`src/design/skt_pkg.sv`:
```
package skt_pkg;

	localparam int CAPACITY   = 32;
	localparam int NAME_BYTES = 16;
	localparam int MAX_OUT    = 32;
	localparam int DUMP_MAX   = (CAPACITY < MAX_OUT) ? CAPACITY : MAX_OUT;
	localparam int ADDR_W     = $clog2(CAPACITY);
	localparam int CNT_W      = $clog2(CAPACITY + 1);

	localparam logic [1:0] CMD_DUMP   = 2'd0;
	localparam logic [1:0] CMD_INSERT = 2'd1;
	localparam logic [1:0] CMD_DELETE = 2'd2;

	function automatic logic [63:0] byte_mask(input int nbytes);
		logic [63:0] m;
		m = '0;
		if (nbytes >= 8) begin
			m = '1;
		end else if (nbytes > 0) begin
			m = (64'd1 << (8 * nbytes)) - 64'd1;
		end
		return m;
	endfunction

	localparam logic [63:0] NAME_LOW_MASK  = byte_mask(NAME_BYTES);
	localparam logic [63:0] NAME_HIGH_MASK = byte_mask(NAME_BYTES - 8);

	typedef struct packed {
		logic [1:0]         command;
		logic signed [31:0] key;
		logic [63:0]        name_low;
		logic [63:0]        name_high;
		logic signed [31:0] score_in;
	} req_t;

	typedef struct packed {
		logic signed [31:0] out_key;
		logic [63:0]        out_name_low;
		logic [63:0]        out_name_high;
		logic signed [31:0] out_score;
		logic               last;
	} rsp_t;

	typedef struct packed {
		logic signed [31:0] key;
		logic [63:0]        name_low;
		logic [63:0]        name_high;
		logic signed [31:0] score;
	} rec_t;

	localparam int REC_W = $bits(rec_t);

	typedef struct packed {
		logic issue;
		logic last;
	} rd_tag_t;

endpackage

```
`src/design/skt_outq.sv`:
```
module skt_outq
	import skt_pkg::*;
(
	input  logic    clk,
	input  logic    arst_n,
	input  rd_tag_t rd_tag,
	input  rec_t    rd_rec,
	output logic    room,
	output logic    rsp_valid,
	input  logic    rsp_stall,
	output rsp_t    rsp
);

	logic inflight_q;
	logic inflight_last_q;
	logic out_valid_q;
	logic skid_valid_q;
	rsp_t out_q;
	rsp_t skid_q;

	logic       pop;
	logic [1:0] occ;
	rsp_t       arr;

	assign pop  = out_valid_q & ~rsp_stall;
	assign occ  = {1'b0, out_valid_q} + {1'b0, skid_valid_q} + {1'b0, inflight_q};
	assign room = (occ - {1'b0, pop}) < 2'd2;

	assign arr.out_key       = rd_rec.key;
	assign arr.out_name_low  = rd_rec.name_low;
	assign arr.out_name_high = rd_rec.name_high;
	assign arr.out_score     = rd_rec.score;
	assign arr.last          = inflight_last_q;

	always_ff @(posedge clk or negedge arst_n) begin
		if (!arst_n) begin
			inflight_q      <= 1'b0;
			inflight_last_q <= 1'b0;
			out_valid_q     <= 1'b0;
			skid_valid_q    <= 1'b0;
		end else begin
			inflight_q      <= rd_tag.issue;
			inflight_last_q <= rd_tag.last;
			if (pop) begin
				if (skid_valid_q) begin
					skid_valid_q <= inflight_q;
				end else begin
					out_valid_q <= inflight_q;
				end
			end else if (!out_valid_q) begin
				out_valid_q <= inflight_q;
			end else if (inflight_q) begin
				skid_valid_q <= 1'b1;
			end
		end
	end

	always_ff @(posedge clk) begin
		if (pop) begin
			if (skid_valid_q) begin
				out_q <= skid_q;
				skid_q <= arr;
			end else begin
				out_q <= arr;
			end
		end else if (!out_valid_q) begin
			out_q <= arr;
		end else if (inflight_q) begin
			skid_q <= arr;
		end
	end

	assign rsp_valid = out_valid_q;
	assign rsp       = out_q;

endmodule

```
`config.mk`:
```
export PLATFORM = sky130hd
export DESIGN_NAME = skt_outq
export DESIGN_NICKNAME = d
export VERILOG_FILES = /design/src/design/skt_pkg.sv /design/src/design/skt_outq.sv
export SDC_FILE = /design/constraint.sdc
export NUM_CORES = 1
export LEC_CHECK = 0
export ABC_AREA = 1
export BUFFER_PORTS_ARGS = -buffer_cell sky130_fd_sc_hd__buf_2
export CORE_ASPECT_RATIO = 0.9
export CORE_MARGIN = 3
export CORE_UTILIZATION = 36
export CTS_CLUSTER_DIAMETER = 150
export CTS_CLUSTER_SIZE = 25
export DETAILED_ROUTE_END_ITERATION = 8
export GPL_TIMING_DRIVEN = 0
export SLEW_MARGIN = 10
export SYNTH_ARGS = -nofsm -noshare
export SYNTH_HDL_FRONTEND = slang
export SYNTH_SLANG_ARGS = --single-unit
```
`constraint.sdc`:
```
create_clock -name clk -period 37.8 [get_ports clk]
set_clock_uncertainty 0.15 [all_clocks]
set_input_delay 3.78 -clock clk [delete_from_list [all_inputs] [get_ports clk]]
set_output_delay 3.78 -clock clk [all_outputs]
set_load 0.02 [all_outputs]
```
==> flow_summary_export.csv, run 1 <==
group,metric,value,unit
run_status,status,"finished, final reports clean",
detailed_routing,vias,10200,
power,p_int,690,uW
sta,post-route-period-util,25.1,%
synth,synthesis.nets,1277,
placed_design,placed_cells,2020,
detailed_routing,drtPass1Iterations,4,
synth,yosysWarnings,0,
worst_setup_path,criticalPathCategory,"primary input to output pin",
sta,whs,0.309,ns
detailed_routing,drc,0,
synth,avgSynthCellArea,13.8,um^2
synth,synth_commonest_cells,"nand2_1 (394), edfxtp_1 (386), nand4_1 (193)",
detailed_routing,wire_per_inst,19.1,um
detailed_routing,drt_wl_total,39300,um
sta,rsz0062_at_grt,"false",
sta,hold_viol_final,0,
worst_setup_path,arrival,5.54,ns
cts,cts_hold_buf,0,
cts,path_clk_slew,0.10,ns
synth,synth_top_cell_by_area,"edfxtp_1",
placed_design,pre_cts_ws,28.28,ns
synth,ys_seq_area_share,78.5,%
synth,synth.most_common_cell,"nand2_1",
power,p_per_area,52.4,mW/mm^2
flow_run,drv_cap,0,
synth,synth_seq_cells,390,
cts,cts_max_level,1,
min_path,hold_path.class,"flip-flop to flip-flop",
global_routing,antenna_found_initial,15,
die,core_area,0.0407,mm^2
layout,layout.cells.non_filler,2051,
power,combPwrFrac,19.3,%
power,switching_power,273,uW
sta,finalSetupViolations,0,
cts,postCtsResizedCells,0,
power,total_power,962,uW
worst_setup_path,crit_fanout,10,
die,die_h,199,um
cts,numCtsBuffers,19,
die,dieArea,0.0439,mm^2
synth,synth_top_area_share,77.8,%
synth,netlist_area,0.0149,mm^2
synth,ys_types,15,
power,p_leak,0.00778,uW
sta,maxSlewHeadroom,59.9,%
power,p_seq_share,57.4,%
worst_setup_path,cp-start-kind,"primary input",
cts,clock-sinks,390,
sta,setup-tns-final,0,ns
sta,tightest_slew,0.602,ns
global_routing,grt_pass1_wl,57600,um
global_routing,grt_util_all_layers,16.9,%
detailed_routing,drt_first_iter_violations,587,
layout,nets,1701,
sta,setup_slack,28.33,ns
cts,cts_tree,"yes",
synth,synthFlopType,"edfxtp_1",
die,ioPinCount,392,
placed_design,gp_congestion,0.779,
die,initial_core_util,36.6,%
cts,cts.path.max_buffers,3,
power,clkPwrFrac,23.3,%
cts,cts-root-buf,"clkbuf_16",
power,peakVddDrop,0.0000319,V
sta,post-route-min-period,9.47,ns
global_routing,grt_start_max_net_pins,62,
worst_setup_path,worstSetupEndpointType,"output pin",
global_routing,grt_remaining_overflow,0,
die,rows,70,
sta,fmax,0.106,GHz
layout,areaGrowthSynthToFinish,23.4,%
cts,cts_setup_buffers,0,
layout,layout-drive-gt1-share,33.0,%
synth,synth_edf_count,386,
synth,async_flop_share,1.03,%
synth,synthTopCellsByArea,"edfxtp_1 (78%), nand2_1 (9.9%), nand4_1 (8.1%)",
power,switching_share,28.3,%
placed_design,port_buffers,391,
synth,synthCells,1077,
worst_setup_path,crit_required,33.87,ns
placed_design,dp_hpwl,28000,um
die,die_x,220,um
global_routing,grt_pass1_vias,9708,
detailed_routing,routed_via_density,4.95,
detailed_routing,antenna_left,0,
cts,clk_latency,0.54,ns
sta,drv_slew,0,
per-stage QoR:
step                      instance area, um^2  utilization (%)
after floorplan                         14900                -
final                                   18400             45.1
after global placement                  17500             43.1
after detailed placement                17900             43.9
after global routing                    18400             45.1
after CTS                               18400             45.1
metal layers:
layer  part of all wire [%]  routed length, um  track usage [%]
met1                     41              16200             23.0
met2                     48              19000             27.2
met3                    7.4               2890             4.26
met4                    2.9               1140             4.96
met5                   0.30                118                0
worst paths after layout:
kind                                            from                        end  slack, ns  depth (start not counted)
setup / recovery                           rsp_stall                       room      28.33                         10
hold / removal             inflight_last_q$_DFF_PN0_        skid_q[0]$_DFFE_PP_       0.31                          0
setup reg to reg               rsp_valid$_DFFE_PN0P_       skid_q[85]$_DFFE_PP_      34.57                          9
hold reg to reg            inflight_last_q$_DFF_PN0_        skid_q[0]$_DFFE_PP_       0.31                          0
max in group asynchronous                     arst_n   skid_valid_q$_DFFE_PN0P_      34.50                          1
min in group asynchronous                     arst_n  inflight_last_q$_DFF_PN0_       2.88                          1
sequential cells by signal, summed over array words and instances (netlist names):
name             count
skid_q             193
inflight_q           1
rsp_valid            1
rsp                193
skid_valid_q         1
inflight_last_q      1
layout by cell type (no fill, tap or decap), types with 3 or more instances in the layout:
| master | instances |
|---|---|
| nand4_1 | 193 |
| clkbuf_1 | 21 |
| ha_1 | 3 |
| diode_2 | 6 |
| buf_2 | 455 |
| edfxtp_1 | 386 |
| inv_1 | 4 |
| buf_12 | 3 |
| nand2_1 | 393 |
| nand3_1 | 3 |
| buf_4 | 5 |
| dfrtp_1 | 4 |
| clkbuf_16 | 19 |
| buf_16 | 9 |
power by group through the flow:
| stage | Combinational, uW | Sequential [uW] | Clock (uW) |
|---|---|---|---|
| 5_1_grt | 203 | 557 | 248 |
| 3_3_place_gp | 176 | 591 | 0 |
| 4_1_cts | 188 | 553 | 234 |
| 6_report | 186 | 553 | 224 |
| 2_1_floorplan | 67.6 | 617 | 0 |
| 3_5_place_dp | 189 | 562 | 0 |
worst max-delay path: stages:
cell and delay, ns:
buf_2 0.13, inv_2 0.12, clkbuf_1 0.38, nand2_1 0.14, ha_1 0.30, ha_1 0.27, nand2_1 0.08, nand3b_1 0.07
nand2_1 0.07, buf_2 0.18
cell families (layout without fill, tap and decap cells):
family	Yosys count	count (layout)	synth area share, %
simple gates	592	592	18.3
flops	390	390	78.5
buf+inv	91	519	2.96
fa+ha+maj	3	3	0.252
compound gates	1	1	0.0336
other cells	0	6	0
final cells by class:
cell class / count / area [um^2]
antenna: 6 / 15.0
buffer: 86 / 422
clock buffer: 24 / 494
clock inverter: 1 / 11.3
fill: 3724 / 22300
inverter: 5 / 18.8
multi-input combinational: 596 / 2790
sequential: 390 / 11700
tap: 540 / 676
timing repair buffer: 403 / 2260
No activity file was read; power rests on OpenSTA's default activity.
==> run 2, diff against run 1 <==
--- a/config.mk
+++ b/config.mk
@@ -5,7 +5,7 @@
 export SDC_FILE = /design/constraint.sdc
 export NUM_CORES = 1
 export LEC_CHECK = 0
-export ABC_AREA = 1
+export ABC_AREA = 0
 export BUFFER_PORTS_ARGS = -buffer_cell sky130_fd_sc_hd__buf_2
 export CORE_ASPECT_RATIO = 0.9
 export CORE_MARGIN = 3
==> constraint.sdc (replaced) <==
create_clock -name clk -period 9.5 [get_ports clk]
set_clock_uncertainty 0.15 [all_clocks]
set_input_delay 0.95 -clock clk [delete_from_list [all_inputs] [get_ports clk]]
set_output_delay 0.95 -clock clk [all_outputs]
set_load 0.02 [all_outputs]
==> flow_summary_export.csv, run 2 <==
group,metric,value,unit
worst_setup_path,criticalPathCategory,"primary input to output pin",
synth,avgSynthCellArea,23.9,um^2
die,ioPinCount,392,
layout,finish.utilization,45.7,%
die,die_x,220,um
sta,rsz0062_at_grt,"false",
cts,path_clk_slew,0.10,ns
cts,cts_tree,"yes",
detailed_routing,wl_met1,12400,um
synth,ys_seq_area_share,78.7,%
worst_setup_path,worstSetupEndpointType,"output pin",
synth,synth_compound_area_share,0.135,%
cts,clock-sinks,390,
layout,fillCellCount,3513,
sta,post-route-min-period,3.46,ns
synth,synth_top_family_by_area,"multiplexers",
cts,cts_max_level,1,
layout,layout-drive-gt1-share,60.9,%
die,core_area,0.0401,mm^2
detailed_routing,highest_layer,"met5",
run_status,status,"finished, final reports clean",
global_routing,grt_util_all_layers,13.5,%
sta,maxSlewHeadroom,51.3,%
placed_design,gp_congestion,0.731,
cts,clk_latency,0.54,ns
synth,synthCells,621,
die,dieArea,0.0437,mm^2
flow_run,drv_cap,0,
detailed_routing,drc,0,
layout,final_common_cell,"buf_2",
sta,drv_slew,0,
detailed_routing,route.met3.wl,3080,um
layout,nets,1245,
synth,synth_top_cell_by_area,"edfxtp_1",
sta,finalSetupViolations,0,
synth,synth_seq_cells,390,
sta,post-route-period-util,36.4,%
detailed_routing,wl_met2,14800,um
synth,netlist_area,0.0149,mm^2
detailed_routing,wire_per_inst,19.5,um
worst_setup_path,cp-start-kind,"primary input",
placed_design,placed_cell_area,0.0178,mm^2
sta,fmax,0.289,GHz
cts,cts_setup_buffers,0,
synth,synth_mux_area_share,19.0,%
sta,setup-tns-final,0,ns
placed_design,dp_hpwl,22400,um
cts,cts_hold_buf,1,
synth,synth_top_area_share,78.0,%
synth,synthFlopType,"edfxtp_1",
cts,cts.path.max_buffers,3,
global_routing,grt_pass1_wl,45200,um
detailed_routing,antenna_left,0,
layout,areaGrowthSynthToFinish,23.2,%
synth,synth.most_common_cell,"edfxtp_1",
synth,synthSimpleGateAreaFrac,0.270,%
die,initial_core_util,37.1,%
layout,fin_area,0.0183,mm^2
synth,synthAdderAreaFrac,0.253,%
cts,postCtsResizedCells,0,
sta,hold_viol_final,0,
min_path,hold_path.class,"flip-flop to flip-flop",
die,rows,69,
worst_setup_path,crit_required,8.40,ns
synth,async_flop_share,1.03,%
cts,cts-root-buf,"clkbuf_16",
global_routing,grt_pass1_vias,7449,
detailed_routing,vias,7129,
global_routing,grt_remaining_overflow,0,
global_routing,antenna_found_initial,6,
worst_setup_path,crit_fanout,6,
synth,synth_edf_count,386,
power,peakVddDrop,0.000143,V
placed_design,port_buffers,391,
detailed_routing,drt_wl_total,31000,um
global_routing,grt_start_max_net_pins,60,
synth,synth-xor-area-share,0.0590,%
synth,ys_types,18,
power,p_leak,0.00757,uW
layout,layout_common_cells,"buf_2 (393), edfxtp_1 (386), mux2_4 (170), mux2_2 (23)",
synth,synthesis.nets,821,
synth,synth_commonest_cells,"edfxtp_1 (386), mux2_4 (170), mux2_2 (23)",
worst_setup_path,arrival,2.36,ns
synth,synthTopCellsByArea,"edfxtp_1 (78%), mux2_4 (17%), mux2_2 (1.7%)",
detailed_routing,drt_first_iter_violations,363,
cts,numCtsBuffers,19,
detailed_routing,routed_via_density,4.49,
detailed_routing,drtPass1Iterations,4,
die,die_h,199,um
sta,tightest_slew,0.728,ns
power,p_per_area,212,mW/mm^2
synth,yosysWarnings,0,
==> run 2: area by class of cell <==
type                            count  area, um^2  area share, %
Clock buffer                       26         502           2.74
Sequential cell                   390       11700           63.9
Inverter                            3        11.3         0.0615
Timing Repair Buffer              403        2230           12.2
Clock inverter                      2        20.0          0.109
Antenna cell                        4        10.0         0.0547
Multi-Input combinational cell    207        2940           16.1
Buffer                             21         224           1.22
Tap cell                          532         666           3.64
==> run 2: logic make-up after synthesis <==
| logic type | Yosys count |
|---|---|
| buf+inv | 24 |
| compound gates | 3 |
| flops | 390 |
| xor+xnor | 1 |
| mux | 194 |
| fa+ha+maj | 3 |
| simple gates | 6 |
==> run 2: worst max-delay path, cell delays in order <==
cell	delay, ns
buf_2	0.15
nand2b_1	0.17
ha_1	0.29
ha_1	0.27
a21oi_1	0.17
xor2_1	0.17
buf_2	0.19
==> run 2: layer usage <==
| layer | global-route usage [%] | vias up |
|---|---|---|
| met4 | 3.34 | 6 |
| met5 | 0 | - |
| met1 | 16.9 | 3545 |
| met3 | 5.71 | 41 |
| li1 | - | 3308 |
| met2 | 21.9 | 229 |
==> run 2: report_power, final <==
part / internal (uW) / total [uW] / switching, uW
Combinational: 336 / 758 / 421
Sequential: 2170 / 2230 / 54.7
Clock: 377 / 895 / 518
Total: 2890 / 3880 / 994
==> run 2: through the flow <==
stage                     hold WS (ns)  worst slack [ns]  total power, uW  std cells
after global routing             0.322              5.88             4050       1586
after global placement           0.279            -0.291             3050       1544
after CTS                        0.314              6.02             3950       1584
after detailed placement         0.295              6.04             3040       1555
final                            0.308              6.04             3880       1588
after floorplan                  0.269              2.79             2780        621
==> run 2: worst paths after layout <==
path                                           startpoint                        end  slack [ns]  cells after the start
worst max-delay path                            rsp_stall                       room        6.04                      7
worst min-delay path            inflight_last_q$_DFF_PN0_        skid_q[0]$_DFFE_PP_        0.31                      0
worst max register to register      rsp_valid$_DFFE_PN0P_      skid_q[135]$_DFFE_PP_        6.92                      5
worst min register to register  inflight_last_q$_DFF_PN0_        skid_q[0]$_DFFE_PP_        0.31                      0
max in group asynchronous                          arst_n  inflight_last_q$_DFF_PN0_        8.45                      2
min in group asynchronous                          arst_n       inflight_q$_DFF_PN0_        0.63                      2
