[src/design/skt_pkg.sv]
package skt_pkg;

	localparam int CAPACITY   = 32;
	localparam int NAME_BYTES = 16;
	localparam int MAX_OUT    = 32;
	localparam int DUMP_MAX   = (CAPACITY < MAX_OUT) ? CAPACITY : MAX_OUT;
	localparam int ADDR_W     = $clog2(CAPACITY);
	localparam int CNT_W      = $clog2(CAPACITY + 1);

	localparam logic [1:0] CMD_DUMP   = 2'd0;
	localparam logic [1:0] CMD_INSERT = 2'd1;
	localparam logic [1:0] CMD_DELETE = 2'd2;

	function automatic logic [63:0] byte_mask(input int nbytes);
		logic [63:0] m;
		m = '0;
		if (nbytes >= 8) begin
			m = '1;
		end else if (nbytes > 0) begin
			m = (64'd1 << (8 * nbytes)) - 64'd1;
		end
		return m;
	endfunction

	localparam logic [63:0] NAME_LOW_MASK  = byte_mask(NAME_BYTES);
	localparam logic [63:0] NAME_HIGH_MASK = byte_mask(NAME_BYTES - 8);

	typedef struct packed {
		logic [1:0]         command;
		logic signed [31:0] key;
		logic [63:0]        name_low;
		logic [63:0]        name_high;
		logic signed [31:0] score_in;
	} req_t;

	typedef struct packed {
		logic signed [31:0] out_key;
		logic [63:0]        out_name_low;
		logic [63:0]        out_name_high;
		logic signed [31:0] out_score;
		logic               last;
	} rsp_t;

	typedef struct packed {
		logic signed [31:0] key;
		logic [63:0]        name_low;
		logic [63:0]        name_high;
		logic signed [31:0] score;
	} rec_t;

	localparam int REC_W = $bits(rec_t);

	typedef struct packed {
		logic issue;
		logic last;
	} rd_tag_t;

endpackage

[src/design/skt_ctrl.sv]
module skt_ctrl
	import skt_pkg::*;
(
	input  logic              clk,
	input  logic              arst_n,
	input  logic              req_valid,
	output logic              req_stall,
	input  req_t              req,
	input  logic              room,
	output rd_tag_t           rd_tag,
	output logic              wr_en,
	output logic [ADDR_W-1:0] wr_addr,
	output rec_t              wr_rec,
	output logic              rd_en,
	output logic [ADDR_W-1:0] rd_addr,
	input  rec_t              rd_rec
);

	typedef enum logic [2:0] {
		ST_IDLE,
		ST_SRCH_RD,
		ST_SRCH_CHK,
		ST_INS_RD,
		ST_INS_WR,
		ST_DEL_RD,
		ST_DEL_WR,
		ST_DUMP
	} state_t;

	state_t           state_q;
	logic [1:0]       cmd_q;
	rec_t             new_q;
	logic [CNT_W-1:0] idx_q;
	logic [CNT_W-1:0] pos_q;
	logic [CNT_W-1:0] count_q;

	logic [CNT_W-1:0] idx_m1;
	logic [CNT_W-1:0] idx_p1;
	logic [CNT_W-1:0] dump_n;
	logic             dump_last;

	assign idx_m1    = idx_q - 1'b1;
	assign idx_p1    = idx_q + 1'b1;
	assign dump_n    = (count_q > CNT_W'(DUMP_MAX)) ? CNT_W'(DUMP_MAX) : count_q;
	assign dump_last = (idx_p1 == dump_n);
	assign req_stall = (state_q != ST_IDLE);

	always_comb begin
		wr_en   = 1'b0;
		wr_addr = idx_q[ADDR_W-1:0];
		wr_rec  = rd_rec;
		rd_en   = 1'b0;
		rd_addr = idx_q[ADDR_W-1:0];
		rd_tag  = '0;
		case (state_q)
			ST_SRCH_RD: begin
				rd_en = (idx_q != count_q);
			end
			ST_INS_RD: begin
				if (idx_q != pos_q) begin
					rd_en   = 1'b1;
					rd_addr = idx_m1[ADDR_W-1:0];
				end else begin
					wr_en   = 1'b1;
					wr_addr = pos_q[ADDR_W-1:0];
					wr_rec  = new_q;
				end
			end
			ST_INS_WR: begin
				wr_en = 1'b1;
			end
			ST_DEL_RD: begin
				rd_en = (idx_q != count_q);
			end
			ST_DEL_WR: begin
				wr_en   = 1'b1;
				wr_addr = idx_m1[ADDR_W-1:0];
			end
			ST_DUMP: begin
				rd_en        = room;
				rd_tag.issue = room;
				rd_tag.last  = dump_last;
			end
			default: begin
			end
		endcase
	end

	always_ff @(posedge clk or negedge arst_n) begin
		if (!arst_n) begin
			state_q <= ST_IDLE;
			cmd_q   <= CMD_DUMP;
			new_q   <= '0;
			idx_q   <= '0;
			pos_q   <= '0;
			count_q <= '0;
		end else begin
			case (state_q)
				ST_IDLE: begin
					if (req_valid) begin
						cmd_q              <= req.command;
						new_q.key          <= req.key;
						new_q.name_low     <= req.name_low & NAME_LOW_MASK;
						new_q.name_high    <= req.name_high & NAME_HIGH_MASK;
						new_q.score        <= req.score_in;
						idx_q              <= '0;
						case (req.command)
							CMD_DUMP: begin
								if (count_q != '0) begin
									state_q <= ST_DUMP;
								end
							end
							CMD_INSERT: begin
								if (count_q != CNT_W'(CAPACITY)) begin
									state_q <= ST_SRCH_RD;
								end
							end
							CMD_DELETE: begin
								state_q <= ST_SRCH_RD;
							end
							default: begin
							end
						endcase
					end
				end
				ST_SRCH_RD: begin
					if (idx_q == count_q) begin
						if (cmd_q == CMD_INSERT) begin
							pos_q   <= count_q;
							state_q <= ST_INS_RD;
						end else begin
							state_q <= ST_IDLE;
						end
					end else begin
						state_q <= ST_SRCH_CHK;
					end
				end
				ST_SRCH_CHK: begin
					if (rd_rec.key == new_q.key) begin
						if (cmd_q == CMD_DELETE) begin
							idx_q   <= idx_p1;
							state_q <= ST_DEL_RD;
						end else begin
							state_q <= ST_IDLE;
						end
					end else if (cmd_q == CMD_INSERT && rd_rec.key > new_q.key) begin
						pos_q   <= idx_q;
						idx_q   <= count_q;
						state_q <= ST_INS_RD;
					end else begin
						idx_q   <= idx_p1;
						state_q <= ST_SRCH_RD;
					end
				end
				ST_INS_RD: begin
					if (idx_q == pos_q) begin
						count_q <= count_q + 1'b1;
						state_q <= ST_IDLE;
					end else begin
						state_q <= ST_INS_WR;
					end
				end
				ST_INS_WR: begin
					idx_q   <= idx_m1;
					state_q <= ST_INS_RD;
				end
				ST_DEL_RD: begin
					if (idx_q == count_q) begin
						count_q <= count_q - 1'b1;
						state_q <= ST_IDLE;
					end else begin
						state_q <= ST_DEL_WR;
					end
				end
				ST_DEL_WR: begin
					idx_q   <= idx_p1;
					state_q <= ST_DEL_RD;
				end
				ST_DUMP: begin
					if (room) begin
						if (dump_last) begin
							state_q <= ST_IDLE;
						end else begin
							idx_q <= idx_p1;
						end
					end
				end
				default: begin
					state_q <= ST_IDLE;
				end
			endcase
		end
	end

endmodule

[config.mk]
export PLATFORM = sky130hd
export DESIGN_NAME = skt_ctrl
export DESIGN_NICKNAME = d
export VERILOG_FILES = /design/src/design/skt_pkg.sv /design/src/design/skt_ctrl.sv
export SDC_FILE = /design/constraint.sdc
export NUM_CORES = 1
export LEC_CHECK = 0
export BUFFER_PORTS_ARGS = -buffer_cell sky130_fd_sc_hd__buf_2
export CORE_AREA = 2 2 233 235
export DETAILED_ROUTE_END_ITERATION = 6
export DIE_AREA = 0 0 235 237
export PLACE_DENSITY_LB_ADDON = 0.12
export SLEW_MARGIN = 20
export SYNTH_ARGS = -nofsm -noshare
export SYNTH_HDL_FRONTEND = slang
export SYNTH_SLANG_ARGS = --single-unit
[constraint.sdc]
create_clock -name clk -period 4.16 [get_ports clk]
set_clock_uncertainty 0.05 [all_clocks]
set_input_delay 0 -clock clk [delete_from_list [all_inputs] [get_ports clk]]
set_output_delay 0 -clock clk [all_outputs]
set_load 0.1 [all_outputs]
==> impl_results.md, run 1 <==
* Critical Path End Type: primary output
* Via density at between 4 and 5
* Multiplexer share of the synthesized area at 16.4%
* R2r setup slk at roughly 0.93 ns
* Main flop type after synthesis: dfrtp_1
* GRT Util Overall at 17.2%
* Worst VDD drop at 0.447 mV
* Die W at 235 um
* Post-Layout Inst Area at 20,200 um^2
* Post-Route WL at between 40,000 and 50,000 um
* Max-slew violations at 0
* Placer Congestion at ~0.83
* Total clock sinks at approximately 220
* Synth Area in Simple Gates at 21.7%
* Routed wire per std cell at 17.0 um
* Die area at between 50,000 and 60,000 um^2
* HPWL after DPL at 37,800 um
* Ratio of cells with drive above 1 in the final layout at between 30% and 40%
* Largest net degree at the start of global routing at 179
* Top post-synthesis cells by area: dfrtp_1, nand2_1, mux2_2, ha_1, o21ai_0
* Synthesis-to-layout area growth at 63.8%
* Compound-Gate Fraction of Synth Area at 7.49%
* Total gr overflow at 0
* Clk_lat worst skew at 0.55 ns
* Syn avg cell area at 8.65 um^2
* Clk slew on worst S/H paths at 0.06 ns
* PortBufs at about 600
* Vias at 12,557
* Total CTS buffers at 28
* Vias in the first global route at 12,992
* Dominant cell type by area after synthesis: dfrtp_1
* Post-synthesis adder-cell area fraction at 4.31%
* Commonest cells in the synthesized netlist: nand2_1, dfrtp_1, mux2_2
* Period Utilization, post-route at 94.1%
* Failing checks: hold timing
* Top-area cell type share of the netlist area at ~44%
* Worst min path class: input port to asynchronous set/reset pin
* Initial antenna violation count at 10
* Pwr per Cell Area at 676 nW/um^2
* Worst-Margin Slew at 0.853 ns
* Crit path required time at 4.11 ns
* Crit Path Category: register to primary output
* Setup ws final at 0.245 ns
* Status: finished with violations
* Post-Synthesis Cells at 1,429
* Crit path time final at 3.92 ns
* Syn nets at 1,861
* EDFF count, synth at 0
* Synth cell types at 59
* Seq/Total Area, Yosys at 43.5%
* Clk root buf: clkbuf_16
* Placed cell areas at 17,200 um^2
* Fin. Hold Viols at 4
* Fin nets at about 2,600
* TritonCTS clock tree: built
* # rows at 85
* DRC Markers at 0
* Lkg Pwr at ~0.01 uW
* Layout filler cell count at approximately 5,500
* Count leader, synth: nand2_1
* Largest family of logic cells by synthesized area: simple AND/OR/NAND/NOR gates
* Core area at 53,300 um^2
* Yosys reg bits at 215
* Worst Setup Start Kind: register
* Post-synth ARST share at 100%
* Hold Slack at -0.0214 ns
* First-pass DRT Iterations at 4
* Die height at 237 um
* Ports at 597
* CTS H-tree lvls at 1
* Mapped cell area at 12,400 um^2
* Xor/xnor cell area share of the yosys netlist at 2.20%
* Ys Warns at 0
* # setup viols final at 0
* Max Root-Sink Buffers at 3
* Final ANT Viol Nets at 0
* Pre-CTS WS at around 0.72 ns
* Crit path arrival time at 3.87 ns
* Power Total at 13,700 uW
* MaxCap Viol Count at 0
* CP max FO at between 150 and 200
* TNS Setup at 0 ns
* Drt initial violations at 524
* Rel. slew slack at 43.1%
* Max frequency at 0.255 GHz
* Initial core utilization at 23.2%
* RSZ-0062 raised after global routing: false
* First-pass GRT wire length at 76,200 um
-- layout by cell type (no fill, tap or decap), drive strengths merged, types with 3 or more instances in the layout --
cell and count:
inv 51, nor2 30, nand4 10, a31oi 5, nand2b 6, xnor2 14, o21ai 95, bufinv 3
a211oi 3, ha 41, o31ai 3, xor2 17, or3 3, dlygate4sd3 206, nor4 6, clkinv 6
diode 5, a21o 5, a21oi 23, dfrtp 215, mux2 168, clkbuf 40, nand2 575, mux2i 11
nand3 11, nor3 16, buf 613
-- timing repair --
item	in CTS	in global routing
setup endpoints to repair	0	54
hold endpoints to repair	280	0
buffers inserted	0	0
gates resized for setup	0	2
hold buffers	206	0
-- power by group --
part	total [uW]	leakage (uW)	internal (uW)	switching, uW
clock network	2570	0.000491	1610	964
logic	7270	0.00712	2510	4770
registers	3830	0.00259	3140	696
total	13700	0.0102	7250	6430
-- per-layer routing --
layer  vias up  track usage, %  part of all wire, %
met5         -               0                 0.12
met4        10            4.09                  2.0
met3        63            3.94                  6.5
met2       392            30.6                   51
met1      5841            21.1                   41
li1       6251               -                    -
-- kinds of logic (layout without fill, tap and decap cells) --
group | after synthesis | after routing
adders and majority gates | 42 | 42
DFF | 215 | 215
other | 0 | 5
muxes | 179 | 179
AOI/OAI and AO/OA | 156 | 156
xor gates and xnor gates | 31 | 31
and+or+nand+nor | 669 | 669
buffers and inverters | 137 | 921
-- metrics by stage --
stage	hold slack [ns]	utilization, %	cells
after floorplan	-0.346	-	1429
after global placement	0.0344	32.2	2652
after detailed placement	0.0378	32.2	2652
after CTS	0.0197	37.9	2909
after global routing	0.0217	38.0	2912
final	-0.0214	38.0	2914
-- final timing paths --
path	start	to	cells past startpoint
setup / recovery	idx_q[4]	wr_rec[25]	9
hold reg to reg	new_q[26]	new_q[26]	1
hold / removal	arst_n	new_q[36]	2
max in group asynchronous	arst_n	state_q[2]	3
min in group clk	req[165]	new_q[165]	4
setup reg to reg	new_q[191]	pos_q[1]	10
-- critical path, stage by stage (launching register included) --
cell and delay [ns]:
dfrtp_1 0.73, xor2_1 0.13, nor4_1 0.34, nand3_1 0.22
or4_4 0.47, buf_12 0.26, buf_4 0.46, nand2_1 0.14
nand2_1 0.05, buf_2 0.28
-- cell type report --
type	count	area (um^2)	area share, %
Antenna cell	5	12.5	0.0618
Clock buffer	40	857	4.23
Clock inverter	11	135	0.668
Inverter	51	191	0.946
Multi-Input combinational cell	1077	6450	31.9
Sequential cell	215	5380	26.6
Tap cell	696	871	4.30
Timing Repair Buffer	819	6340	31.3
-- registers in the layout (all words and copies together) (netlist names) --
| signal | cells |
|---|---|
| cmd_q | 2 |
| count_q | 6 |
| idx_q | 6 |
| new_q | 192 |
| pos_q | 6 |
| state_q | 3 |
Note: power is estimated with default switching activity, not from simulation.
==> run 2: changes to the inputs <==
Settings changed: CORE_AREA 2 2 233 235 to 10 10 221 223, DIE_AREA 0 0 235 237 to 0 0 231 233.
Clock period 4.16 ns to 4.4 ns, I/O delays scaled along.
==> impl_results.md, run 2 (same netlist as run 1, synthesis figures left out) <==
* Total clock sinks at 215
* Rel. slew slack at 30.5%
* Initial antenna violation count at 17
* Worst min path class: input port to asynchronous set/reset pin
* Crit path arrival time at about 3.9 ns
* Sw Ratio at around 48%
* GRT Util Overall at 20.2%
* Crit path time final at 3.97 ns
* Worst Setup Start Kind: register
* Final ANT Viol Nets at 0
* Clk root buf: clkbuf_16
* Crit path required time at 4.35 ns
* Pwr per Cell Area at 643 nW/um^2
* MaxCap Viol Count at 0
* Pint at ~6600 uW
* Logic pwr share at 54.3%
* Number of flip-flops in the largest register at 192
* Hold Slack at -0.000857 ns
* Crit Path Category: register to primary output
* Fin. Hold Viols at 1
* Reg-to-Reg Start: idx_q[2]
* Die area at 53,800 um^2
* Total gr overflow at 0
* Max frequency at 0.252 GHz
* Post-Route WL at 57,000 um
* First-pass DRT Iterations at 5
* Commonest non-fill, non-tap cell in the layout: nand2_1
* TNS Setup at 0 ns
* Period Utilization, post-route at between 90% and 100%
* Placed cell areas at ~17,000 um^2
* Routed wire per std cell at between 20 and 25 um
* Vias at 12,951
* # rows at 77
* Post-layout util at 45.0%
* Ratio of cells with drive above 1 in the final layout at 38.3%
* Cts repair resizes at 0
* Clk_lat worst skew at 0.55 ns
* Vias in the first global route at ~14,000
* Sw Pwr at 6130 uW
* Clock share of power at about 18%
* Status: finished with violations
* CP max FO at between 80 and 90
* R2r setup slk at 1.16 ns
* RSZ-0062 raised after global routing: false
* Fin nets at 2,617
* Die height at 233 um
* Lkg Pwr at 0.0101 uW
* Reg2reg end: count_q[5]
* Clk slew on worst S/H paths at 0.06 ns
* Ports at 597
* Seq pwr share at 28.0%
* # setup viols final at 0
* Total CTS buffers at 27
* Initial core utilization at 28.0%
* R2R depth at 8
* Failing checks: hold timing
* Most frequent cells in the layout: nand2_1, buf_2, dfrtp_1, dlygate4sd3_1, mux2_2
* Placer Congestion at 0.897
* Worst VDD drop at 0.426 mV
* CTS H-tree lvls at 1
* Top reg by flops: new_q
* Max Root-Sink Buffers at 3
* Via density at 4.61
* Drt initial violations at 526
* Synthesis-to-layout area growth at 60.7%
* HPWL after DPL at 45,000 um
* Die W at 231 um
* Critical Path End Type: primary output
* Core area at 44,100 um^2
* Post-Layout Inst Area at 19,900 um^2
* Max-slew violations at 0
* TritonCTS clock tree: built
* Largest net degree at the start of global routing at 98
* PortBufs at 596
* Worst-Margin Slew at 1.03 ns
* DRC Markers at 0
* First-pass GRT wire length at 84,900 um
==> run 2: power groups by stage <==
stage                     clock network [uW]  registers (uW)  logic (uW)
final                                   2250            3580        6930
after floorplan                            0            3350        5240
after detailed placement                   0            3600        6810
after CTS                               2340            3580        6980
after global placement                     0            3560        6760
after global routing                    2400            3710        7420
==> run 2: repair_timing <==
action,CTS,global route
setup buffers,0,0
endpoints found under the hold margin,292,0
hold buffers,196,0
==> run 2: worst max-delay path by stage <==
stage          startpoint           to  slack, ns  depth (start not counted)
2_1_floorplan    idx_q[3]  wr_rec[161]       0.20                          9
3_3_place_gp     idx_q[4]   wr_rec[71]       1.04                          8
3_5_place_dp     idx_q[2]   wr_rec[99]       0.99                          8
4_1_cts          idx_q[2]   wr_rec[99]       0.38                          8
5_1_grt          idx_q[0]   wr_rec[71]       0.13                          8
6_report         idx_q[2]   wr_rec[71]       0.43                          8
==> run 2: worst max-delay path, cell delays in order, from the launching register on <==
cell	delay (ns)
dfrtp_1	0.57
xor2_1	0.24
nor4_1	0.37
nand3_1	0.20
or4_4	0.81
buf_4	0.55
nand2_1	0.18
nand2_1	0.06
buf_2	0.29
==> run 2: layout make-up <==
class	instances	area, um^2
Clock inverter	11	109
Antenna cell	10	25.0
Multi-Input combinational cell	1077	6440
Sequential cell	215	5380
Tap cell	592	741
Clock buffer	39	791
Timing Repair Buffer	813	6170
Fill cell	4402	24300
Inverter	51	191
==> run 2: routing by layer <==
layer	vias up	routed length (um)	GRT usage, %
met2	459	28700	35.8
met3	105	4060	5.82
li1	6233	-	-
met4	18	2240	7.87
met5	-	140	0
met1	6136	21800	22.5
==> run 2: metrics by stage <==
stage | cells | hold WS, ns | total power [uW] | setup WS (ns)
2_1_floorplan | 1429 | -0.346 | 8590 | 0.198
3_3_place_gp | 2552 | 0.0363 | 10300 | 1.04
3_5_place_dp | 2552 | 0.0416 | 10400 | 0.993
4_1_cts | 2798 | 0.00758 | 12900 | 0.378
5_1_grt | 2804 | 0.0644 | 13500 | 0.126
6_report | 2808 | -0.000857 | 12800 | 0.429
