### config.mk
export PLATFORM = sky130hd
export DESIGN_NAME = skt_ram
export DESIGN_NICKNAME = d
export VERILOG_FILES = /design/src/design/skt_ram.sv
export SDC_FILE = /design/constraint.sdc
export NUM_CORES = 1
export LEC_CHECK = 0
export ABC_AREA = 1
export ABC_CLOCK_PERIOD_IN_PS = 970
export BUFFER_PORTS_ARGS = -buffer_cell sky130_fd_sc_hd__buf_4
export CORE_ASPECT_RATIO = 0.7
export CORE_MARGIN = 3
export CORE_UTILIZATION = 30
export CTS_CLUSTER_DIAMETER = 120
export CTS_CLUSTER_SIZE = 24
export DETAILED_ROUTE_END_ITERATION = 8
export SYNTH_ARGS = -nofsm -noshare
export SYNTH_HDL_FRONTEND = slang
export SYNTH_SLANG_ARGS = --single-unit
### constraint.sdc
create_clock -name clk -period 0.97 [get_ports clk]
set_clock_uncertainty 0.05 [all_clocks]
set_input_delay 0 -clock clk [delete_from_list [all_inputs] [get_ports clk]]
set_output_delay 0 -clock clk [all_outputs]
set_load 0.01 [all_outputs]
### src/design/skt_ram.sv
module skt_ram #(
	parameter int WIDTH = 8,
	parameter int DEPTH = 16
) (
	input  logic                     clk,
	input  logic                     wr_en,
	input  logic [$clog2(DEPTH)-1:0] wr_addr,
	input  logic [WIDTH-1:0]         wr_data,
	input  logic                     rd_en,
	input  logic [$clog2(DEPTH)-1:0] rd_addr,
	output logic [WIDTH-1:0]         rd_data
);

	logic [WIDTH-1:0] mem_q [DEPTH];
	logic [WIDTH-1:0] rd_data_q;

	always_ff @(posedge clk) begin
		if (wr_en) begin
			mem_q[wr_addr] <= wr_data;
		end
		if (rd_en) begin
			rd_data_q <= mem_q[rd_addr];
		end
	end

	assign rd_data = rd_data_q;

endmodule

==> flow_metrics.py, run 1 <==
metrics = {
    "sta": {
        "worstMarginPinSlew_ns": 0.4601,
        "setup_violations": 16,
        "fmax_mhz": 846.8,
        "period_share": 1.217,
        "hold_viol": 0,
        "finalSetupTns_ns": -1.580,
        "drv_slew": 0,
        "fin_ws_ns": -0.2110,
        "rsz0062_at_grt": "true",
        "slew-limit-headroom": 0.6928,
        "period_minus_slack_ns": 1.181,
    },
    "place": {
        "dpl.hpwl_um": 9468,
        "port_buffers": 26,
        "placed_area_um2": 6601,
        "place_inst": 858,
        "place_congestion": 0.8119,
    },
    "setup_path": {
        "worstSetupPathType": "register to register",
        "timing.rr.start": "mem_q[2][6]",
        "cp.arrival_ns": 1.30,
        "r2r_slack_ns": -0.21,
        "r2r_cells": 6,
        "critPathLaunchType": "register",
        "cp_max_fo": 1,
        "required_ns": 1.09,
        "cp-end-kind": "register",
        "r2r-end": "rd_data[6]",
        "startpoint": "mem_q[2][6]",
    },
    "synth": {
        "syn_nets": 570,
        "yosysSeqAreaShare": 0.6985,
        "synth-seq-cells": 136,
        "postSynthAreaPerCell_um2": 10.61,
        "ys_warn_count": 0,
        "synth_flop_cell": "edfxtp_1",
        "netlist.area_leader.share": 0.6985,
        "synth_top_cell_by_area": "edfxtp_1",
        "synthTopCellsByCount": "nand2_1 (173), edfxtp_1 (136), inv_1 (100)",
        "synthCells": 551,
        "synth.most_common_cell": "nand2_1",
        "synth-edff-count": 136,
        "netlist-cell-type-count": 11,
        "synthTopCellsByArea": "edfxtp_1 (70%), nand2_1 (11%), nand3_1 (8.3%), inv_1 (6.4%), buf_6 (1.2%)",
        "synth_area_um2": 5847,
        "async_reset_ff_frac": 0,
    },
    "cts": {
        "root_buffer": "clkbuf_16",
        "cts_tree": "yes",
        "clk_pin_slew_ns": 0.06,
        "htreeDepth": 4,
        "cts_buffers": 17,
        "clockBufferDepth": 2,
        "clk_latency_ns": 0.42,
        "clock-sinks": 136,
    },
    "run_status": {
        "violations": "setup timing",
        "status": "finished with violations",
    },
    "power_and_ir_drop": {
        "powerDensity_nw_per_um2": 1875,
        "peakVddDrop_v": 0.0009416,
        "total_power_mw": 14.12,
        "p_leak_nw": 3.201,
    },
    "finish": {
        "nets": 642,
        "drive_gt1_frac": 0.2201,
        "register_area_um2": 4084,
        "fin_area_um2": 7530,
        "syn_to_final_growth_pct": 28.78,
        "fin_cells": 901,
        "nFillCells": 1861,
        "multi_input_area_um2": 1434,
    },
    "global_routing": {
        "antenna_found_initial": 0,
        "grt_pass1_vias": 3796,
        "grt_max_degree": 30,
        "grt_overflow": 0,
        "grt_usage": 0.1465,
        "grt_first_pass_wirelength_um": 22830,
    },
    "floorplanning": {
        "die_w_um": 172.9,
        "die_y_um": 122.8,
        "coreArea_um2": 19020,
        "start_util": 0.3074,
        "die_area_um2": 21230,
        "placementRows": 42,
        "num_io_pins": 27,
    },
    "flow_run": {
        "maxCapViolCount": 0,
    },
    "routing": {
        "routedWlPerCell_um": 16.23,
        "ant_nets": 0,
        "drt_pre_antenna_iters": 5,
        "postRouteWirelength_um": 14630,
        "vias": 3920,
        "drc": 0,
        "viasPerCell": 4.351,
        "drt_iter0_drc": 370,
    },
    "hold_path": {
        "hold_path_end": "rd_data[6]",
        "hold_path_startpoint": "rd_addr[3]",
        "hold_class": "input pin to register",
        "min_path_cells": 4,
    },
}
## cells in the final DEF, fill, tap and decap left out
master,synthesis,routed
dlygate4sd3_1,0,10
clkinv_4,0,4
nand2_1,173,169
clkinv_1,0,1
diode_2,0,1
clkinv_2,0,3
nor2_1,17,17
clkbuf_16,0,17
nand3_4,0,4
nand3b_1,2,2
bufinv_16,0,2
inv_6,0,2
edfxtp_1,136,136
inv_2,2,2
buf_4,4,53
nand3_1,97,61
buf_12,0,7
nand3_2,0,32
inv_1,100,100
buf_6,6,7
clkinvlp_4,0,3
nand2_2,0,4
## cell families after synthesis
kind of cell,share of synthesized area
flops,0.6985
simple gates,0.2076
buf+inv,0.09394
## per-stage QoR
stage	hold WS, ns	setup slack (ns)	util
2_1_floorplan	0.04887	-0.03084	-
6_report	0.02885	-0.2110	0.3958
5_1_grt	0.03648	-0.2618	0.3957
4_1_cts	0.02062	-0.1902	0.3915
3_5_place_dp	0.2889	-0.3473	0.3470
3_3_place_gp	0.2883	-0.3362	0.3470
## layer usage
metal / up-vias / wire [um] / track usage / share of wire
met4: 0 / 161 / 0.04858 / 0.011
met3: 18 / 1357 / 0.03494 / 0.093
met5: - / 0 / 0 / 0
met2: 111 / 6167 / 0.2101 / 0.42
met1: 1855 / 6940 / 0.2175 / 0.47
li1: 1936 / - / - / -
## what timing repair did
action	4_1_cts	5_1_grt
hold endpoints to repair	138	0
resized for setup	36	15
setup endpoints to repair	16	16
setup buffers	0	0
hold buffers	10	0
pin swaps	20	7
## worst max path at each step
stage	end	slack [ns]	depth (start not counted)
5_1_grt	rd_data[6]	-0.26	6
3_3_place_gp	rd_data[1]	-0.34	8
4_1_cts	rd_data[6]	-0.19	6
6_report	rd_data[6]	-0.21	6
2_1_floorplan	mem_q[4][0]	-0.03	2
3_5_place_dp	rd_data[1]	-0.35	8
## sequential cells by signal, indices dropped and copies added, names as in the netlist
name	count
rd_data	8
mem_q	128
## area by class of cell
type                       count  share of cell area
sequential                   136              0.5424
multi-input combinational    289              0.1904
timing repair buffer          77             0.09521
clock buffer                  17             0.05650
inverter                     102             0.05085
tap                          264             0.04387
clock inverter                15             0.02044
antenna                        1           0.0003323
## where the power goes
group | internal [mW] | switching, mW
clock network | 3.79 | 2.58
registers | 6.62 | 0.0395
logic | 0.414 | 0.686
## worst max-delay path, cell delays in order, from the launching register on
cell      delay, ns
edfxtp_1       0.35
nand2_1        0.07
nand2_1        0.05
nand2_1        0.09
nand3_2        0.16
nand3_2        0.10
nand2_1        0.05
(Power assumes the default switching activity.)
==> inputs of run 2 (changes only) <==
--- a/config.mk
+++ b/config.mk
@@ -8,12 +8,15 @@
 export ABC_AREA = 1
 export ABC_CLOCK_PERIOD_IN_PS = 970
 export BUFFER_PORTS_ARGS = -buffer_cell sky130_fd_sc_hd__buf_4
+export CELL_PAD_IN_SITES_DETAIL_PLACEMENT = 0
+export CELL_PAD_IN_SITES_GLOBAL_PLACEMENT = 2
 export CORE_ASPECT_RATIO = 0.7
 export CORE_MARGIN = 3
 export CORE_UTILIZATION = 30
 export CTS_CLUSTER_DIAMETER = 120
 export CTS_CLUSTER_SIZE = 24
 export DETAILED_ROUTE_END_ITERATION = 8
+export PLACE_DENSITY_LB_ADDON = 0.1
 export SYNTH_ARGS = -nofsm -noshare
 export SYNTH_HDL_FRONTEND = slang
 export SYNTH_SLANG_ARGS = --single-unit
==> run 2 against run 1 <==
The flow still finishes with violations (setup timing). Utilization shrank 0.80 points. Maximum frequency is 5.8% higher. Clock power up 5.2%. Power up 1.7%. Register-to-register slack better by 0.07 ns. Via count fell by 2.6%. Critical endpoint is now rd_data[1]. Largest power group is now clock.
==> flow_metrics.py, run 2 (synthesized netlist as in run 1, its figures left out) <==
metrics = {
    "setup_path": {
        "critPathLaunchType": "register",
        "timing.rr.start": "mem_q[1][1]",
        "worstSetupPathType": "register to register",
        "r2r-end": "rd_data[1]",
        "crit_chain": "inv_1 > nand2_1 > nand3_1 > nand3_2 > nand3_2 > nand2_2",
        "slowest_delay_ns": 0.35,
        "crit_end": "rd_data[1]",
        "r2r_slack_ns": -0.15,
        "crit_family": "simple AND/OR/NAND/NOR gates",
        "cp-end-kind": "register",
        "worstSetupPathDepth": 6,
        "r2r_cells": 6,
        "path_common_cell": "nand3_2",
        "cp_slowest_cell": "edfxtp_1",
        "cp_max_fo": 1,
        "startpoint": "mem_q[1][1]",
        "required_ns": 1.08,
        "crit_buf_inv": 1,
        "cp.arrival_ns": 1.23,
    },
    "cts": {
        "cts_buffers": 17,
        "clk_latency_ns": 0.41,
        "cts_tree": "yes",
        "htreeDepth": 4,
        "root_buffer": "clkbuf_16",
        "clockBufferDepth": 2,
        "clock-sinks": 136,
        "clk_pin_slew_ns": 0.06,
    },
    "global_routing": {
        "met3_usage": 0.03556,
        "grt_max_degree": 46,
        "met1_usage": 0.2230,
        "busiest_layer": "met1",
        "antenna_found_initial": 0,
        "use_met2": 0.2192,
        "grt_overflow": 0,
        "grt_usage": 0.1505,
        "grt_pass1_vias": 3679,
        "grt_first_pass_wirelength_um": 23180,
    },
    "finish": {
        "nets": 632,
        "fin_cells": 890,
        "final_cell_mix": "nand2_1 (170), edfxtp_1 (136), inv_1 (99)",
        "syn_to_final_growth_pct": 26.17,
        "mostFrequentLayoutCell": "nand2_1",
        "fin_area_um2": 7377,
        "top_register": "mem_q",
        "diodes": 0,
        "drive_gt1_frac": 0.1837,
        "largest_reg_flops": 128,
    },
    "sta": {
        "hold_viol": 0,
        "period_share": 1.150,
        "worstMarginPinSlew_ns": 0.4466,
        "setup_violations": 14,
        "fin_ws_ns": -0.1459,
        "slew-limit-headroom": 0.7019,
        "fmax_mhz": 896.1,
        "period_minus_slack_ns": 1.116,
        "drv_slew": 0,
        "rsz0062_at_grt": "true",
        "hold_slack_ns": 0.05430,
    },
    "place": {
        "place_congestion": 0.7273,
        "place_inst": 848,
        "placed_area_um2": 6526,
        "port_buffers": 26,
        "dpl.hpwl_um": 9929,
        "post-place-ws_ns": -0.3371,
    },
    "power_and_ir_drop": {
        "powerDensity_nw_per_um2": 1947,
        "p_leak_nw": 3.133,
        "peakVddDrop_v": 0.001005,
    },
    "routing": {
        "viasPerCell": 4.292,
        "drt_iter0_drc": 248,
        "drc": 0,
        "vias": 3820,
        "ant_nets": 0,
        "routedWlPerCell_um": 17.06,
        "postRouteWirelength_um": 15180,
        "drt_pre_antenna_iters": 4,
    },
    "floorplanning": {
        "die_w_um": 172.9,
        "num_io_pins": 27,
        "die_y_um": 122.8,
        "start_util": 0.3074,
        "die_area_um2": 21230,
        "placementRows": 42,
        "coreArea_um2": 19020,
    },
    "run_status": {
        "status": "finished with violations",
        "violations": "setup timing",
    },
    "flow_run": {
        "maxCapViolCount": 0,
    },
    "hold_path": {
        "hold_class": "input pin to register",
    },
}
## run 2: per-layer routing
metal | routed length (um) | up-vias
met4 | 161 | 0
met1 | 7722 | 1839
met5 | 0 | -
met3 | 782 | 11
met2 | 6515 | 70
li1 | - | 1900
## run 2: cell type report
class | instances | area [um2]
fillers | 1890 | 11650
well taps | 264 | 330.3
flip-flops and latches | 136 | 4084
repair buffers | 67 | 638.1
clock inverters | 14 | 181.4
clock buffers | 18 | 429.2
multi-input cells | 289 | 1331
inverters | 102 | 382.9
## run 2: metrics by stage
stage / total power, mW / setup TNS [ns] / utilization
finish: 14.36 / -1.279 / 0.3878
global route: 14.91 / -2.290 / 0.3878
CTS: 14.55 / -1.647 / 0.3848
detailed placement: 7.732 / -10.26 / 0.3431
global placement: 7.735 / -9.962 / 0.3431
floorplan: 7.252 / -1.974 / -
## run 2: what timing repair did
item / 4_1_cts / 5_1_grt
hold buffers: 10 / 0
pin swaps: 13 / 9
gates resized for setup: 19 / 13
setup endpoints to repair: 16 / 16
hold endpoints to repair: 139 / 0
setup buffers: 0 / 0
## run 2: worst min path at each step
stage          startpoint     endpoint  slack [ns]  depth (start not counted)
6_report       rd_addr[3]   rd_data[3]        0.05                          4
5_1_grt        rd_addr[3]   rd_data[0]        0.06                          4
4_1_cts        rd_addr[3]   rd_data[0]        0.04                          4
3_5_place_dp        rd_en   rd_data[1]        0.29                          1
3_3_place_gp        rd_en   rd_data[1]        0.29                          1
2_1_floorplan  wr_data[0]  mem_q[0][0]        0.05                          0
## run 2: power breakdown
group / leakage (nW) / switching [mW] / internal [mW]
clock network: 0.297 / 2.42 / 4.27
logic: 1.60 / 0.621 / 0.381
registers: 1.24 / 0.0453 / 6.62
## run 2: worst min-delay path, delay by kind of cell
kind | cells | cell delay (ns)
AND/OR/NAND/NOR | 2 | 0.15
buffers and inverters | 2 | 0.26
==> inputs of run 3 (changes only) <==
--- a/config.mk
+++ b/config.mk
@@ -20,3 +20,4 @@
 export SYNTH_ARGS = -nofsm -noshare
 export SYNTH_HDL_FRONTEND = slang
 export SYNTH_SLANG_ARGS = --single-unit
+export TNS_END_PERCENT = 50
==> run 3 against run 2 <==
The flow still finishes with violations (setup timing). Global-route usage is 0.46 points higher. Via count is 3.0% higher. Critical path depth stayed put. Sequential share of layout area is 1.9 points lower. Combinational power is 10% higher. Register-to-register slack hardly changed. Critical endpoint unchanged.
==> flow_metrics.py, run 3 (synthesized netlist as in run 1, its figures left out) <==
metrics = {
    "floorplanning": {
        "placementRows": 42,
        "die_w_um": 172.9,
        "die_y_um": 122.8,
        "coreArea_um2": 19020,
        "die_area_um2": 21230,
        "start_util": 0.3074,
        "num_io_pins": 27,
    },
    "sta": {
        "fin_ws_ns": -0.1442,
        "finalSetupTns_ns": -1.255,
        "rsz0062_at_grt": "true",
        "period_minus_slack_ns": 1.114,
        "slew-limit-headroom": 0.6530,
        "drv_slew": 0,
        "setup_violations": 14,
        "worstMarginPinSlew_ns": 0.5199,
        "hold_slack_ns": 0.06806,
        "fmax_mhz": 897.5,
        "period_share": 1.149,
        "hold_viol": 0,
    },
    "finish": {
        "final_cell_mix": "nand2_1 (170), edfxtp_1 (136), inv_1 (99)",
        "finish.utilization": 0.4017,
        "drive_gt1_frac": 0.2376,
        "syn_to_final_growth_pct": 30.71,
        "largest_reg_flops": 128,
        "nets": 650,
        "fin_cells": 909,
        "top_register": "mem_q",
        "mostFrequentLayoutCell": "nand2_1",
        "fin_area_um2": 7642,
    },
    "run_status": {
        "violations": "setup timing",
        "status": "finished with violations",
    },
    "power_and_ir_drop": {
        "seq_power_share": 0.460,
        "p_leak_nw": 3.268,
        "peakVddDrop_v": 0.001010,
        "p_switching_mw": 3.152,
        "internal_power_mw": 11.33,
        "combPwrFrac": 0.076,
        "total_power_mw": 14.49,
        "sw_frac_of_total": 0.2176,
        "pwr-share-clk": 0.463,
        "powerDensity_nw_per_um2": 1895,
    },
    "place": {
        "place_congestion": 0.7871,
        "dpl.hpwl_um": 10430,
        "placed_area_um2": 6694,
        "port_buffers": 26,
        "place_inst": 867,
        "post-place-ws_ns": -0.3376,
    },
    "hold_path": {
        "hold_class": "input pin to register",
    },
    "setup_path": {
        "cp_max_fo": 1,
        "cp-end-kind": "register",
        "required_ns": 1.08,
        "critPathLaunchType": "register",
        "r2r_slack_ns": -0.14,
        "worstSetupPathType": "register to register",
        "cp.arrival_ns": 1.23,
    },
    "routing": {
        "viasPerCell": 4.329,
        "routedWlPerCell_um": 17.00,
        "drc": 0,
        "postRouteWirelength_um": 15460,
        "drt_iter0_drc": 196,
        "drt_pre_antenna_iters": 4,
        "vias": 3935,
        "ant_nets": 0,
    },
    "cts": {
        "clock-sinks": 136,
        "clockBufferDepth": 2,
        "htreeDepth": 4,
        "root_buffer": "clkbuf_16",
        "clk_latency_ns": 0.41,
        "cts_buffers": 17,
        "cts_tree": "yes",
        "post-cts-setup-buffers": 0,
        "clk_pin_slew_ns": 0.06,
    },
    "flow_run": {
        "maxCapViolCount": 0,
    },
    "global_routing": {
        "grt_overflow": 0,
        "antenna_found_initial": 1,
        "grt_pass1_vias": 3989,
        "grt_usage": 0.1551,
        "grt_max_degree": 37,
        "grt_first_pass_wirelength_um": 23960,
    },
}
## run 3: cell count changes in the layout (fill, tap and decap cells not counted), sizes merged
cell	change
dlygate4sd3	-1
clkbuf	-1
buf	+19
clkinvlp	+1
diode	+1
## run 3: critical path, stage by stage (launching register included)
cell	delay (ns)
edfxtp_1	0.36
nand2_1	0.07
nand2_1	0.06
nand2_2	0.07
nand3_2	0.07
nand3_2	0.11
nand2_2	0.07
## run 3: final timing paths
| kind | startpoint | to | cells past startpoint |
|---|---|---|---|
| min reg2reg | mem_q[10][7] | rd_data[7] | 6 |
| max reg2reg | mem_q[13][1] | rd_data[1] | 6 |
| min | rd_addr[3] | rd_data[7] | 4 |
| max | mem_q[13][1] | rd_data[1] | 6 |
## run 3: power groups by stage
| stage | clock [mW] | combinational, mW | sequential, mW |
|---|---|---|---|
| floorplan | 0 | 0.464 | 6.79 |
| global placement | 0 | 1.01 | 6.79 |
| detailed placement | 0 | 1.00 | 6.79 |
| CTS | 6.83 | 1.09 | 6.67 |
| global route | 7.12 | 1.23 | 6.68 |
| finish | 6.71 | 1.10 | 6.67 |
## run 3: what timing repair did
action,in CTS,in global routing
hold buffers,9,0
gates cloned,0,0
hold endpoints to repair,136,0
pin swaps,20,27
gates resized for setup,24,29
endpoints found under the setup margin,16,16
## run 3: area by class of cell
class	count	area, um2
fillers	1850	11380
repair buffers	85	799.5
inverters	102	382.9
well taps	264	330.3
diodes	1	2.502
clock inverters	15	183.9
flip-flops and latches	136	4084
multi-input cells	289	1434
clock buffers	17	425.4
## run 3: metal layers
metal  track usage  vias to the layer above  wire length, um
li1              -                     1941                -
met1        0.2223                     1891             7490
met2        0.2363                       94             6736
met3       0.03711                        9             1080
met4       0.04302                        0              148
met5             0                        -                0
